`config.mk`:
```
export PLATFORM = sky130hd
export DESIGN_NAME = auto_ranging_level_normalizer_unit
export DESIGN_NICKNAME = d
export VERILOG_FILES = /design/src/design/arln_pkg.sv /design/src/design/arln_divstep.sv /design/src/design/arln_seq.sv /design/src/design/auto_ranging_level_normalizer_unit.sv
export SDC_FILE = /design/constraint.sdc
export NUM_CORES = 1
export LEC_CHECK = 0
export CORE_MARGIN = 2
export CORE_UTILIZATION = 50
export DETAILED_ROUTE_END_ITERATION = 10
export DONT_BUFFER_PORTS = 1
export GPL_TIMING_DRIVEN = 0
export PLACE_DENSITY = 0.68
export SYNTH_ARGS = -nofsm -noshare
export SYNTH_HDL_FRONTEND = slang
export SYNTH_SLANG_ARGS = --single-unit
export TNS_END_PERCENT = 100
```
`constraint.sdc`:
```
create_clock -name aclk -period 4.8 [get_ports aclk]
set_input_delay 0.96 -clock aclk [delete_from_list [all_inputs] [get_ports aclk]]
set_output_delay 0.96 -clock aclk [all_outputs]
set_load 0.01 [all_outputs]
```
`src/design/arln_pkg.sv`:
```
`timescale 1ns / 1ps

package arln_pkg;

    localparam int RAW_W    = 16;
    localparam int OFFSET_W = 8;
    localparam int COUNT_W  = 15;
    localparam int LEVEL_W  = 16;
    localparam int CFG_W    = 15;
    localparam int STEP_W   = 4;

    localparam logic [OFFSET_W-1:0] OFFSET_RESET = 8'd5;
    localparam logic [COUNT_W-1:0]  PEAK_RESET   = 15'd100;
    localparam logic [COUNT_W-1:0]  COUNT_MAX    = 15'd32767;
    localparam logic [STEP_W-1:0]   LAST_STEP    = 4'd15;

    // Configuration register indexes.
    localparam logic REG_SIGNAL_OFFSET = 1'b0;
    localparam logic REG_INITIAL_PEAK  = 1'b1;

    typedef enum logic [1:0] {
        ST_IDLE,
        ST_LOAD,
        ST_DIV
    } seq_state_t;

    typedef struct packed {
        logic                 load;
        logic [COUNT_W-1:0]   value;
    } peak_load_t;

    typedef struct packed {
        logic                 valid;
        logic [LEVEL_W-1:0]   level;
        logic [COUNT_W-1:0]   count;
        logic [COUNT_W-1:0]   peak;
    } result_t;

endpackage

```
`src/design/arln_divstep.sv`:
```
`timescale 1ns / 1ps

module arln_divstep (
    input  logic [arln_pkg::COUNT_W-1:0] rem_in,
    input  logic                         bit_in,
    input  logic [arln_pkg::COUNT_W-1:0] divisor,
    output logic [arln_pkg::COUNT_W-1:0] rem_out,
    output logic                         q_bit
);
    import arln_pkg::*;

    logic [COUNT_W:0] rem_shift;
    logic [COUNT_W:0] diff;

    assign rem_shift = {rem_in, bit_in};
    assign diff      = rem_shift - {1'b0, divisor};
    assign q_bit     = (rem_shift >= {1'b0, divisor});
    // The remainder stays below the divisor, so the top bit is always zero.
    assign rem_out   = q_bit ? diff[COUNT_W-1:0] : rem_shift[COUNT_W-1:0];

endmodule

```
`src/design/arln_seq.sv`:
```
`timescale 1ns / 1ps

module arln_seq (
    input  logic                          aclk,
    input  logic                          aresetn,
    input  logic                          in_valid,
    output logic                          in_ready,
    input  logic [arln_pkg::RAW_W-1:0]    raw_signal,
    input  logic [arln_pkg::OFFSET_W-1:0] signal_offset,
    input  arln_pkg::peak_load_t          peak_load,
    input  logic                          out_free,
    output arln_pkg::result_t             result
);
    import arln_pkg::*;

    localparam int DVD_W = COUNT_W + LEVEL_W;

    seq_state_t         state_reg, state_next;
    logic [STEP_W-1:0]  step_reg, step_next;
    logic [RAW_W-1:0]   raw_reg, raw_next;
    logic [COUNT_W-1:0] count_reg, count_next;
    logic [COUNT_W-1:0] peak_reg, peak_next;
    logic [COUNT_W-1:0] rem_reg, rem_next;
    logic [LEVEL_W-1:0] dvd_reg, dvd_next;

    logic [RAW_W:0]     diff;
    logic [COUNT_W-1:0] count_calc;
    logic [COUNT_W-1:0] peak_calc;
    logic [DVD_W-1:0]   dividend;
    logic [COUNT_W-1:0] step_rem;
    logic               step_q;
    logic               last_step;

    // Offset removal, floor at zero and saturation.
    assign diff = {1'b0, raw_reg} - {{(RAW_W-OFFSET_W+1){1'b0}}, signal_offset};
    always_comb begin
        if (raw_reg <= {{(RAW_W-OFFSET_W){1'b0}}, signal_offset}) begin
            count_calc = '0;
        end else if (diff[RAW_W-1:0] > {1'b0, COUNT_MAX}) begin
            count_calc = COUNT_MAX;
        end else begin
            count_calc = diff[COUNT_W-1:0];
        end
    end

    assign peak_calc = (count_calc > peak_reg) ? count_calc : peak_reg;

    // count * 65535 as (count << 16) - count.
    assign dividend = {count_calc, {LEVEL_W{1'b0}}}
                    - {{LEVEL_W{1'b0}}, count_calc};

    arln_divstep u_divstep (
        .rem_in  (rem_reg),
        .bit_in  (dvd_reg[LEVEL_W-1]),
        .divisor (peak_reg),
        .rem_out (step_rem),
        .q_bit   (step_q)
    );

    assign last_step = (step_reg == LAST_STEP);
    assign in_ready  = (state_reg == ST_IDLE);

    always_comb begin
        state_next = state_reg;
        step_next  = step_reg;
        raw_next   = raw_reg;
        count_next = count_reg;
        peak_next  = peak_reg;
        rem_next   = rem_reg;
        dvd_next   = dvd_reg;
        result     = '0;

        case (state_reg)
            ST_IDLE: begin
                if (peak_load.load) begin
                    peak_next = peak_load.value;
                end
                if (in_valid) begin
                    raw_next   = raw_signal;
                    state_next = ST_LOAD;
                end
            end
            ST_LOAD: begin
                count_next = count_calc;
                peak_next  = peak_calc;
                rem_next   = dividend[DVD_W-1:LEVEL_W];
                dvd_next   = dividend[LEVEL_W-1:0];
                step_next  = '0;
                state_next = ST_DIV;
            end
            ST_DIV: begin
                // The final step waits until the output register can take it.
                if (!last_step || out_free) begin
                    rem_next  = step_rem;
                    dvd_next  = {dvd_reg[LEVEL_W-2:0], step_q};
                    step_next = step_reg + 1'b1;
                end
                if (last_step && out_free) begin
                    result.valid = 1'b1;
                    result.level = {dvd_reg[LEVEL_W-2:0], step_q};
                    result.count = count_reg;
                    result.peak  = peak_reg;
                    state_next   = ST_IDLE;
                end
            end
            default: begin
                state_next = ST_IDLE;
            end
        endcase
    end

    always_ff @(posedge aclk) begin
        if (!aresetn) begin
            state_reg <= ST_IDLE;
            step_reg  <= '0;
            peak_reg  <= PEAK_RESET;
        end else begin
            state_reg <= state_next;
            step_reg  <= step_next;
            peak_reg  <= peak_next;
        end
    end

    always_ff @(posedge aclk) begin
        raw_reg   <= raw_next;
        count_reg <= count_next;
        rem_reg   <= rem_next;
        dvd_reg   <= dvd_next;
    end

endmodule

```
`src/design/auto_ranging_level_normalizer_unit.sv`:
```
`timescale 1ns / 1ps

// Auto-ranging level normalizer.
// Input stream (s_*): one raw 16-bit sensor count per request. The block
// subtracts signal_offset, floors at zero, saturates at 32767, raises the
// running peak if the count exceeds it, and returns one result request on
// the output stream (m_*) with count*65535/peak, the count and the peak.
// Registers are written through cfg_we/cfg_index/cfg_wdata: index 0 is
// signal_offset, index 1 is initial_peak, whose write also restarts the
// running peak at that value. Write them only while the block is idle.
// Each request first passes a load step that corrects the count and updates
// the peak, then a restoring divider that produces the 16-bit quotient one
// bit per cycle, the last bit only when the output register is free, through
// one shared subtract-and-compare unit. One request is in work at a time; a
// new one is taken only after the result is passed on. s_tready is high while
// the sequencer is idle, also while a result still waits in the output
// register. If the receiver stalls, the last divider step waits until the
// output register is free. Reset (aresetn low, synchronous) restores the
// offset to 5 and the peak to 100 and empties the output register.
module auto_ranging_level_normalizer_unit (
    input  logic        aclk,
    input  logic        aresetn,
    input  logic        s_tvalid,
    output logic        s_tready,
    input  logic [15:0] s_tdata,    // [15:0] raw_signal
    output logic        m_tvalid,
    input  logic        m_tready,
    output logic [47:0] m_tdata,    // [15:0] normalized_level, [30:16] clamped_count,
                                    // [45:31] current_peak, [47:46] zero
    input  logic        cfg_we,
    input  logic        cfg_index,
    input  logic [14:0] cfg_wdata
);
    import arln_pkg::*;

    logic [OFFSET_W-1:0] offset_reg, offset_next;
    logic                m_tvalid_reg, m_tvalid_next;
    logic [47:0]         m_tdata_reg, m_tdata_next;
    peak_load_t          peak_load;
    result_t             result;
    logic                out_free;

    assign out_free = !m_tvalid_reg || m_tready;

    assign peak_load.load  = cfg_we && (cfg_index == REG_INITIAL_PEAK);
    assign peak_load.value = cfg_wdata[COUNT_W-1:0];

    always_comb begin
        offset_next = offset_reg;
        if (cfg_we && (cfg_index == REG_SIGNAL_OFFSET)) begin
            offset_next = cfg_wdata[OFFSET_W-1:0];
        end
    end

    arln_seq u_seq (
        .aclk          (aclk),
        .aresetn       (aresetn),
        .in_valid      (s_tvalid),
        .in_ready      (s_tready),
        .raw_signal    (s_tdata),
        .signal_offset (offset_reg),
        .peak_load     (peak_load),
        .out_free      (out_free),
        .result        (result)
    );

    always_comb begin
        m_tvalid_next = m_tvalid_reg;
        m_tdata_next  = m_tdata_reg;
        if (m_tvalid_reg && m_tready) begin
            m_tvalid_next = 1'b0;
        end
        if (result.valid) begin
            m_tvalid_next = 1'b1;
            m_tdata_next  = {2'b00, result.peak, result.count, result.level};
        end
    end

    always_ff @(posedge aclk) begin
        if (!aresetn) begin
            offset_reg   <= OFFSET_RESET;
            m_tvalid_reg <= 1'b0;
        end else begin
            offset_reg   <= offset_next;
            m_tvalid_reg <= m_tvalid_next;
        end
    end

    always_ff @(posedge aclk) begin
        m_tdata_reg <= m_tdata_next;
    end

    assign m_tvalid = m_tvalid_reg;
    assign m_tdata  = m_tdata_reg;

endmodule
```
==> results of run 1 <==
[kinds of logic after synthesis]
| group | count (synthesis) | share of synthesized area |
|---|---|---|
| AND/OR/NAND/NOR | 305 | 0.197 |
| AO/OA/AOI/OAI | 194 | 0.170 |
| flip-flops | 138 | 0.479 |
| buffers and inverters | 74 | 0.0363 |
| adder cells (fa/ha/maj) | 44 | 0.0705 |
| XOR/XNOR | 28 | 0.0306 |
| multiplexers | 13 | 0.0168 |
| other | 1 | 0.000467 |
[per-stage QoR]
stage | area (sq um) | worst slack (ps)
floorplan | 8030 | 92.2
global placement | 8300 | -1440
detailed placement | 8320 | -1530
CTS | 9090 | 55.6
global route | 9160 | -11.3
finish | 9160 | 115
[cells in the final DEF, fill, tap and decap left out, drive strengths merged, types with 8 or more instances in the layout]
master	count
and2	40
and3	8
nor2b	15
o211a	11
mux2i	9
nand2b	11
xor2	10
nor3	16
or2	8
o21a	10
dfxtp	30
o211ai	18
nor2	50
buf	27
a31oi	8
xnor2	18
nand4	14
inv	41
nand2	88
o31ai	8
a21oi	35
edfxtp	108
o21ai	49
nand3	17
nor4	18
a21o	11
ha	42
clkbuf	47
[layout make-up]
type / instances / area [sq um]
Tap cell: 216 / 270
Fill cell: 1362 / 6610
Timing Repair Buffer: 16 / 133
Buffer: 35 / 164
Inverter: 38 / 143
Clock buffer: 23 / 510
Multi-Input combinational cell: 586 / 4010
Clock inverter: 9 / 83.8
Sequential cell: 138 / 3840
[per-layer routing]
| layer | global-route usage | vias to the layer above |
|---|---|---|
| met5 | 0 | - |
| met4 | 0.0995 | 2 |
| met3 | 0.0668 | 40 |
| met2 | 0.454 | 301 |
| met1 | 0.379 | 3093 |
| li1 | - | 3022 |
[tightest hold or removal path, stage by stage (launching register included)]
cell      delay (ps)
dfxtp_1          310
nand2_1           50
a21boi_0          70
[repair_timing]
action                                  in CTS  in global routing
hold endpoints to repair                     0                  0
pin swaps                                    6                  2
gates resized for setup                     25                 14
buffers inserted                            13                  2
endpoints found under the setup margin      15                 15
[final timing paths]
check                            to
hold / removal        offset_reg[3]
setup reg to reg  u_seq.peak_reg[5]
hold reg to reg       offset_reg[3]
setup / recovery  u_seq.peak_reg[5]
[power by group through the flow]
stage / clock network (uW) / logic (uW) / registers, uW
after floorplan: 0 / 562 / 1420
after global routing: 1400 / 905 / 1420
after global placement: 0 / 753 / 1430
final: 1320 / 834 / 1410
after detailed placement: 0 / 771 / 1430
after CTS: 1340 / 805 / 1410
==> metrics.csv, run 1 <==
metric;value;unit
status;complete, no violations;
routed wire length;23400;um
Setup Viol. Count Final;0;
CP Cell Sequence;inv_1 > ha_1 > buf_2 > a21o_1 > or2_2 > o2111ai_2 > o211ai_4 > buf_4 > o21ai_4 > inv_1 > ha_1 > and4_1 > nand4_1 > or2_2 > nor3_1 > o21ai_0 > o21ai_4 > buf_6 > mux2i_1 > nand2_1;
layout cells sized above 1;0.122;
met1 wire length;9980;um
met3 wire len;1780;um
P per Cell Area;389;nW/um^2
Post-synth top cells;edfxtp_1 (108), nand2_1 (87), nor2_1 (49);
slew margin rel.;0.406;
final hold vios;0;
clk root buf;clkbuf_16;
Worst Hold Margin;470;ps
clock latency on the worst-skew pair;430;ps
Setup Skew;9.17;ps
Synth Area per Inst;10.1;sq um
FMAX;0.213;GHz
grt ovf;0;
Final Cycle Share;0.976;
Levels on crit path;20;
DP HPWL;17400;um
hold path start;offset_reg[3];
post-synth top area cell;edfxtp_1;
Synth Flop Type;edfxtp_1;
setup TNS;0;ps
Pleak;0.00339;uW
Slew Viols, Final;0;
fin util;0.581;
Die Span Y;131;um
vias;6458;
Placer Congestion;0.961;
overall power;3570;uW
CP max FO;10;
vias in the first global route;6213;
Final #Nets;913;
vias per inst;6.09;
Synth Register Bits;138;
Initial Util;0.509;
Sw Share;0.304;
CTS buffer count;17;
Post-synth ARST share;0;
CTS sink cnt;138;
crit path time final;4690;ps
required time worst endpoint;5100;ps
sw power;1090;uW
cell total after placement;1015;
WL per Instance;22.0;um
Gate Count Post-Synth;797;
I/O Buffers;0;
count leader, synth;edfxtp_1;
Comb power frac;0.234;
die area;17100;sq um
1st-pass router iterations;7;
type of the worst setup path;reg2reg;
Synth Cell Area;8030;sq um
CP startpoint;offset_reg[4];
worst slew pin tran;881;ps
CTS tree;built;
hold depth;2;
CP max stage delay;350;ps
synthesis warning total;0;
Non-Filler Instances;1061;
Ant. Diodes;0;
sequential share of power;0.395;
Startpoint Class;flop;
Yosys top cell area share;0.404;
slowest cell on the critical path;or2_2;
top routing layer in use;met5;
width of the die;131;um
EDFF count, synth;108;
largest net degree at the start of global routing;45;
Reg clk slew, reported paths;60;ps
Core Region;15800;sq um
row cnt;46;
DRC Markers;0;
global-route wire length before repair;35500;um
initial antenna violation count;1;
sequential fraction of the synthesis area;0.479;
Top delay family on crit path;simple AND/OR/NAND/NOR gates;
area delta synth->final;14.1;%
Netlist cell types;71;
number of max-cap violations;0;
FF-to-FF setup slack;110;ps
worst path bufs/invs;5;
Worst Hold Class;reg2reg;
Antenna Nets Post-Route;0;
Int Pwr;2480;uW
worst r2r path cells;20;
H-tree depth;4;
GRT Total Usage;0.283;
maximum VDD drop;0.260;mV
Largest register FFs;46;
Worst Path Arrival;4990;ps
worst r2r src;offset_reg[4];
CTS Hold Bufs;0;
Synth area leaders;edfxtp_1 (40%), dfxtp_1 (7.5%), ha_1 (6.5%);
1st-iter DRT viols;634;
Clock Path Buffers;2;
DR WL met2;11000;um
Worst Setup End Kind;flop;
proportion of power drawn by the clock network;0.371;
I/O pins;87;
Note: power is estimated with default switching activity, not from simulation.
==> inputs of run 2 (changes only) <==
--- a/config.mk
+++ b/config.mk
@@ -5,12 +5,15 @@
 export SDC_FILE = /design/constraint.sdc
 export NUM_CORES = 1
 export LEC_CHECK = 0
+export CELL_PAD_IN_SITES_DETAIL_PLACEMENT = 0
+export CELL_PAD_IN_SITES_GLOBAL_PLACEMENT = 1
 export CORE_MARGIN = 2
-export CORE_UTILIZATION = 50
+export CORE_UTILIZATION = 45
 export DETAILED_ROUTE_END_ITERATION = 10
 export DONT_BUFFER_PORTS = 1
 export GPL_TIMING_DRIVEN = 0
-export PLACE_DENSITY = 0.68
+export PLACE_DENSITY_LB_ADDON = 0.1
+export SKIP_CTS_REPAIR_TIMING = 1
 export SYNTH_ARGS = -nofsm -noshare
 export SYNTH_HDL_FRONTEND = slang
 export SYNTH_SLANG_ARGS = --single-unit
==> run 2 against run 1 <==
Maximum frequency up 0.25%. Sequential power about the same. Largest power group unchanged. Setup slack better by 12 ps. Highest routed layer is now met4. Critical path type unchanged. Combinational power up 0.8%. Largest cell class unchanged. Clock power about the same.
==> metrics.csv, run 2 (same netlist as run 1, synthesis figures left out) <==
metric;value;unit;change
status;complete, no violations;;unchanged
CP max FO;10;;unchanged
Slew Viols, Final;0;;unchanged
Final #Nets;918;;was 913
global-route wire length before repair;35400;um;was 35500 um
DP HPWL;17600;um;was 17400 um
Final Cycle Share;0.974;;was 0.976
clock latency on the worst-skew pair;440;ps;was 430 ps
proportion of power drawn by the clock network;0.368;;was 0.371
vias per inst;6.01;;was 6.09
I/O Buffers;0;;unchanged
Hold Path End;offset_reg[4];;was offset_reg[3]
placed instance area;8340;sq um;was 8320 sq um
routed wire length;23800;um;was 23400 um
1st-iter DRT viols;463;;was 634
vias in the first global route;6153;;was 6213
setup TNS;0;ps;unchanged
Die Span Y;138;um;was 131 um
hold depth;2;;unchanged
grt ovf;0;;unchanged
H-tree depth;4;;unchanged
Setup Viol. Count Final;0;;unchanged
FF-to-FF setup slack;130;ps;was 110 ps
RSZ-0062 raised after global routing;true;;
clk root buf;clkbuf_16;;unchanged
maximum VDD drop;0.266;mV;was 0.260 mV
worst slew pin tran;832;ps;was 881 ps
worst r2r src;u_seq.raw_reg[8];;was offset_reg[4]
Filler cells;1581;;was 1362
WL per Instance;22.2;um;was 22.0 um
slew margin rel.;0.445;;was 0.406
1st-pass router iterations;5;;was 7
Reg clk slew, reported paths;60;ps;about the same
Sw Share;0.312;;was 0.304
Final Instance Area;9190;sq um;was 9160 sq um
sw power;1110;uW;was 1090 uW
type of the worst setup path;reg2reg;;unchanged
P per Cell Area;387;nW/um^2;was 389 nW/um^2
Largest register FFs;46;;unchanged
required time worst endpoint;5100;ps;about the same
hold path start;offset_reg[4];;was offset_reg[3]
Worst Hold Class;reg2reg;;unchanged
CTS sink cnt;138;;unchanged
CTS buffer count;17;;unchanged
Core Region;17400;sq um;was 15800 sq um
final hold vios;0;;unchanged
I/O pins;87;;unchanged
width of the die;138;um;was 131 um
Worst Hold Margin;462;ps;was 470 ps
Pleak;0.00340;uW;was 0.00339 uW
Placer Congestion;0.940;;was 0.961
Startpoint Class;flop;;unchanged
die area;18900;sq um;was 17100 sq um
CTS tree;built;;unchanged
Int Pwr;2450;uW;was 2480 uW
overall power;3560;uW;was 3570 uW
most frequent cells in the layout;edfxtp_1 (108), nand2_1 (85), nor2_1 (48);;was edfxtp_1 (108), nand2_1 (85), nor2_1 (47)
Setup Skew;13.7;ps;was 9.17 ps
Initial Util;0.462;;was 0.509
Worst Path Arrival;4980;ps;was 4990 ps
GRT Total Usage;0.258;;was 0.283
largest net degree at the start of global routing;47;;was 45
Antenna Nets Post-Route;0;;unchanged
Clock Path Buffers;2;;unchanged
r2r endpoint;u_seq.peak_reg[5];;unchanged
crit path time final;4670;ps;was 4690 ps
Worst Setup End Kind;flop;;unchanged
worst r2r path cells;18;;was 20
sequential share of power;0.395;;about the same
Comb power frac;0.236;;was 0.234
commonest non-fill, non-tap cell in the layout;edfxtp_1;;unchanged
layout cells sized above 1;0.130;;was 0.122
vias;6456;;was 6458
FMAX;0.214;GHz;was 0.213 GHz
number of max-cap violations;0;;unchanged
DRC Markers;0;;unchanged
initial antenna violation count;1;;unchanged
row cnt;48;;was 46
area delta synth->final;14.5;%;was 14.1%
-- run 2: cell type report --
| cell class | instances | area (sq um) | share of cell area |
|---|---|---|---|
| well taps | 225 | 282 | 0.0306 |
| clock inverters | 13 | 143 | 0.0155 |
| flip-flops and latches | 138 | 3840 | 0.418 |
| diodes | 1 | 2.50 | 0.000272 |
| repair buffers | 20 | 163 | 0.0177 |
| inverters | 38 | 143 | 0.0155 |
| clock buffers | 18 | 429 | 0.0467 |
| plain buffers | 35 | 160 | 0.0174 |
| multi-input cells | 587 | 4020 | 0.438 |
-- run 2: layer usage --
layer / vias to the layer above / part of all wire / GRT usage
met3: 50 / 0.071 / 0.0681
li1: 3027 / - / -
met2: 274 / 0.47 / 0.406
met5: - / 0 / 0
met1: 3105 / 0.43 / 0.334
met4: 0 / 0.030 / 0.112
-- run 2: metrics by stage --
step	worst slack (ps)	cells	util
2_1_floorplan	92.2	798	-
3_3_place_gp	-1380	1023	0.479
3_5_place_dp	-1450	1024	0.480
4_1_cts	-1460	1055	0.513
5_1_grt	-89.8	1075	0.529
6_report	126	1075	0.529
-- run 2: power groups by stage --
stage,sequential [uW],combinational (uW),clock [uW]
4_1_cts,1410,782,1320
2_1_floorplan,1420,562,0
5_1_grt,1410,916,1380
6_report,1410,841,1310
3_5_place_dp,1430,776,0
3_3_place_gp,1430,759,0
-- run 2: worst max-delay path by stage --
stage	start	depth (start not counted)	to
after floorplan	u_seq.raw_reg[0]	21	u_seq.peak_reg[2]
after global placement	u_seq.raw_reg[0]	19	u_seq.peak_reg[5]
after detailed placement	u_seq.raw_reg[0]	19	u_seq.peak_reg[2]
after CTS	u_seq.raw_reg[0]	19	u_seq.peak_reg[5]
after global routing	offset_reg[4]	20	u_seq.peak_reg[2]
final	u_seq.raw_reg[8]	18	u_seq.peak_reg[5]
-- run 2: worst max-delay path, stage by stage (launching register included) --
cell and delay [ps]:
edfxtp_1 420, or4_4 560, or3_4 380, or4_4 460, o211ai_4 280, buf_4 220
nor2_1 120, nor2_2 160, ha_1 260, a21o_1 180, a21o_1 170, a21oi_1 140
nor2b_1 60, o211ai_1 170, o2111ai_1 220, o21ai_4 260, buf_4 220, mux2i_1 190
nand2_1 60
==> inputs of run 3 (changes only) <==
--- a/config.mk
+++ b/config.mk
@@ -8,7 +8,7 @@
 export CELL_PAD_IN_SITES_DETAIL_PLACEMENT = 0
 export CELL_PAD_IN_SITES_GLOBAL_PLACEMENT = 1
 export CORE_MARGIN = 2
-export CORE_UTILIZATION = 45
+export CORE_UTILIZATION = 46
 export DETAILED_ROUTE_END_ITERATION = 10
 export DONT_BUFFER_PORTS = 1
 export GPL_TIMING_DRIVEN = 0
@@ -16,5 +16,5 @@
 export SKIP_CTS_REPAIR_TIMING = 1
 export SYNTH_ARGS = -nofsm -noshare
 export SYNTH_HDL_FRONTEND = slang
+export SYNTH_HIERARCHICAL = 1
 export SYNTH_SLANG_ARGS = --single-unit
-export TNS_END_PERCENT = 100
==> run 3 against run 2 <==
Non-clock buffer count increased by 2. Critical path depth decreased by 1. Synthesized cell count increased by 2.8%. Largest power group unchanged. Largest cell class unchanged. Sequential cell count unchanged. Clock power increased by 7%. Hold slack got worse by 5.4 ps. Final area increased by 3.5%. Die area increased by 1.1%. Final cell count increased by 1.9%. Setup slack got worse by 25 ps.
==> metrics.csv, run 3 <==
metric;value;unit;change
Initial Util;0.465;;was 0.462
area delta synth->final;14.6;%;was 14.5%
global-route wire length before repair;36400;um;was 35400 um
type of the worst setup path;reg2reg;;unchanged
layout cells sized above 1;0.135;;was 0.130
hold path start;offset_reg[5];;was offset_reg[4]
GRT Total Usage;0.247;;was 0.258
largest net degree at the start of global routing;34;;was 47
synthesis warning total;6;;was 0
die area;19100;sq um;was 18900 sq um
number of max-cap violations;0;;unchanged
post-synth top area cell;edfxtp_1;;unchanged
Worst Setup End Kind;flop;;unchanged
maximum VDD drop;0.285;mV;was 0.266 mV
crit path time final;4700;ps;was 4670 ps
Startpoint Class;flop;;unchanged
Placer Congestion;0.913;;was 0.940
worst path bufs/invs;4;;was 2
Ant. Diodes;0;;was 1
FF-to-FF setup slack;100;ps;was 130 ps
Gate Count Post-Synth;819;;was 797
Synth Flop Type;edfxtp_1;;unchanged
vias in the first global route;6317;;was 6153
Non-Filler Instances;1095;;was 1075
WL per Instance;22.0;um;was 22.2 um
sequential standard cell area;3840;sq um;unchanged
CP startpoint;u_seq/raw_reg[12];;was u_seq.raw_reg[8]
Die Span Y;138;um;about the same
CTS tree;built;;unchanged
1st-pass router iterations;5;;unchanged
Setup Skew;9.77;ps;was 13.7 ps
Reg clk slew, reported paths;70;ps;was 60 ps
Filler cells;1597;;was 1581
area taken by multi-input logic gates;4150;sq um;was 4020 sq um
Worst Hold Margin;456;ps;was 462 ps
Yosys top cell area share;0.391;;was 0.404
Post-synth top cells;edfxtp_1 (108), nor2_1 (64), inv_1 (58);;was edfxtp_1 (108), nand2_1 (87), nor2_1 (49)
Synth area leaders;edfxtp_1 (39%), dfxtp_1 (7.2%), ha_1 (6.2%);;was edfxtp_1 (40%), dfxtp_1 (7.5%), ha_1 (6.5%)
Setup Viol. Count Final;0;;unchanged
vias;6589;;was 6456
Slew Viols, Final;0;;unchanged
count leader, synth;edfxtp_1;;unchanged
slowest cell on the critical path;a21oi_1;;was or4_4
Worst Path Arrival;5010;ps;was 4980 ps
crit-path most repeated cell;buf_6;;
I/O Buffers;0;;unchanged
Final #Nets;933;;was 918
status;complete, no violations;;unchanged
Worst Hold Class;reg2reg;;unchanged
H-tree depth;4;;unchanged
Antenna Nets Post-Route;0;;unchanged
required time worst endpoint;5110;ps;was 5100 ps
Synth Cell Area;8300;sq um;was 8030 sq um
commonest non-fill, non-tap cell in the layout;edfxtp_1;;unchanged
Pleak;0.00339;uW;was 0.00340 uW
CP Cell Sequence;or3_4 > or4_4 > buf_6 > or4_1 > and4b_1 > buf_6 > buf_8 > a21oi_1 > ha_1 > nand2_1 > nor3_2 > a41oi_1 > a21oi_1 > a41oi_2 > buf_6 > o211ai_1 > o211a_1;;was or4_4 > or3_4 > or4_4 > o211ai_4 > buf_4 > nor2_1 > nor2_2 > ha_1 > a21o_1 > a21o_1 > a21oi_1 > nor2b_1 > o211ai_1 > o2111ai_1 > o21ai_4 > buf_4 > mux2i_1 > nand2_1
EDFF count, synth;108;;unchanged
clock latency on the worst-skew pair;430;ps;was 440 ps
DP HPWL;18000;um;was 17600 um
1st-iter DRT viols;412;;was 463
cell total after placement;1050;;was 1024
Final Cycle Share;0.979;;was 0.974
CTS buffer count;17;;unchanged
Netlist cell types;80;;was 71
DRC Markers;0;;unchanged
clk root buf;clkbuf_16;;unchanged
Clock Path Buffers;2;;unchanged
FMAX;0.213;GHz;was 0.214 GHz
P per Cell Area;396;nW/um^2;was 387 nW/um^2
I/O pins;87;;unchanged
Core Region;17800;sq um;was 17400 sq um
slew margin rel.;0.130;;was 0.445
worst r2r src;u_seq/raw_reg[12];;was u_seq.raw_reg[8]
CTS sink cnt;138;;unchanged
worst slew pin tran;1300;ps;was 832 ps
Synth Register Bits;138;;unchanged
Synth Area per Inst;10.1;sq um;about the same
CP max FO;10;;unchanged
CP max stage delay;550;ps;was 560 ps
final hold vios;0;;unchanged
vias per inst;6.02;;was 6.01
row cnt;49;;was 48
Largest register FFs;46;;unchanged
initial antenna violation count;0;;was 1
grt ovf;0;;unchanged
Post-synth ARST share;0;;unchanged
routed wire length;24000;um;was 23800 um
sequential fraction of the synthesis area;0.463;;was 0.479
most frequent cells in the layout;edfxtp_1 (108), nor2_1 (64), inv_1 (57);;was edfxtp_1 (108), nand2_1 (85), nor2_1 (48)
Top delay family on crit path;simple AND/OR/NAND/NOR gates;;unchanged
width of the die;138;um;about the same
==> run 3: cell count changes after synthesis, sizes merged, moves of 6 or more <==
| cell | before | now |
|---|---|---|
| a211oi | 5 | 14 |
| mux2i | 9 | 19 |
| nand2 | 88 | 56 |
| inv | 38 | 59 |
| nor3 | 16 | 30 |
| nand4 | 14 | 8 |
| a211o | 6 | 0 |
| o21ai | 49 | 26 |
| nor2 | 50 | 64 |
| a21oi | 35 | 48 |
| buf | 10 | 17 |
| nor4 | 18 | 6 |
==> run 3: worst min-delay path, delay by kind of cell, from the launching register on <==
family / cells / cell delay, ps
mux: 1 / 50
flops: 1 / 310
simple gates: 1 / 50
==> run 3: routing by layer <==
| layer | up-vias | global-route usage | share of wire |
|---|---|---|---|
| li1 | 3096 | - | - |
| met1 | 3234 | 0.324 | 0.43 |
| met2 | 226 | 0.415 | 0.50 |
| met3 | 33 | 0.0464 | 0.051 |
| met4 | 0 | 0.0779 | 0.019 |
| met5 | - | 0 | 0 |
==> run 3: cell families after synthesis <==
logic type / share of synthesized area
simple gates: 0.170
mux: 0.0338
flops: 0.463
other cells: 0.000452
fa+ha+maj: 0.0666
xor+xnor: 0.0274
buf+inv: 0.0534
compound gates: 0.185
==> run 3: layout make-up <==
class	instances	share of cell area
Multi-Input combinational cell	579	0.437
Sequential cell	138	0.404
Clock buffer	17	0.0447
Tap cell	229	0.0301
Buffer	42	0.0263
Inverter	60	0.0239
Clock inverter	15	0.0214
Timing Repair Buffer	15	0.0129
==> run 3: metrics by stage <==
| stage | setup TNS (ps) | setup slack (ps) | area (sq um) | total power (uW) | utilization |
|---|---|---|---|---|---|
| 3_5_place_dp | -7490 | -567 | 8610 | 2330 | 0.483 |
| 3_3_place_gp | -6800 | -500 | 8590 | 2310 | 0.482 |
| 4_1_cts | -7890 | -620 | 9240 | 3720 | 0.518 |
| 2_1_floorplan | 0 | 289 | 8300 | 2080 | - |
| 6_report | 0 | 102 | 9510 | 3770 | 0.533 |
| 5_1_grt | -246 | -43.5 | 9510 | 3930 | 0.533 |
==> run 3: final timing paths <==
kind	to	cells after the start
worst min-delay path	offset_reg[5]	2
worst max-delay path	u_seq/peak_reg[0]	17
worst min register to register	offset_reg[5]	2
worst max register to register	u_seq/peak_reg[0]	17
==> run 3: power by group <==
| group | internal (uW) | total, uW | switching, uW |
|---|---|---|---|
| combinational | 362 | 951 | 589 |
| sequential | 1380 | 1420 | 48.8 |
| clock | 801 | 1400 | 596 |
| total | 2540 | 3770 | 1230 |
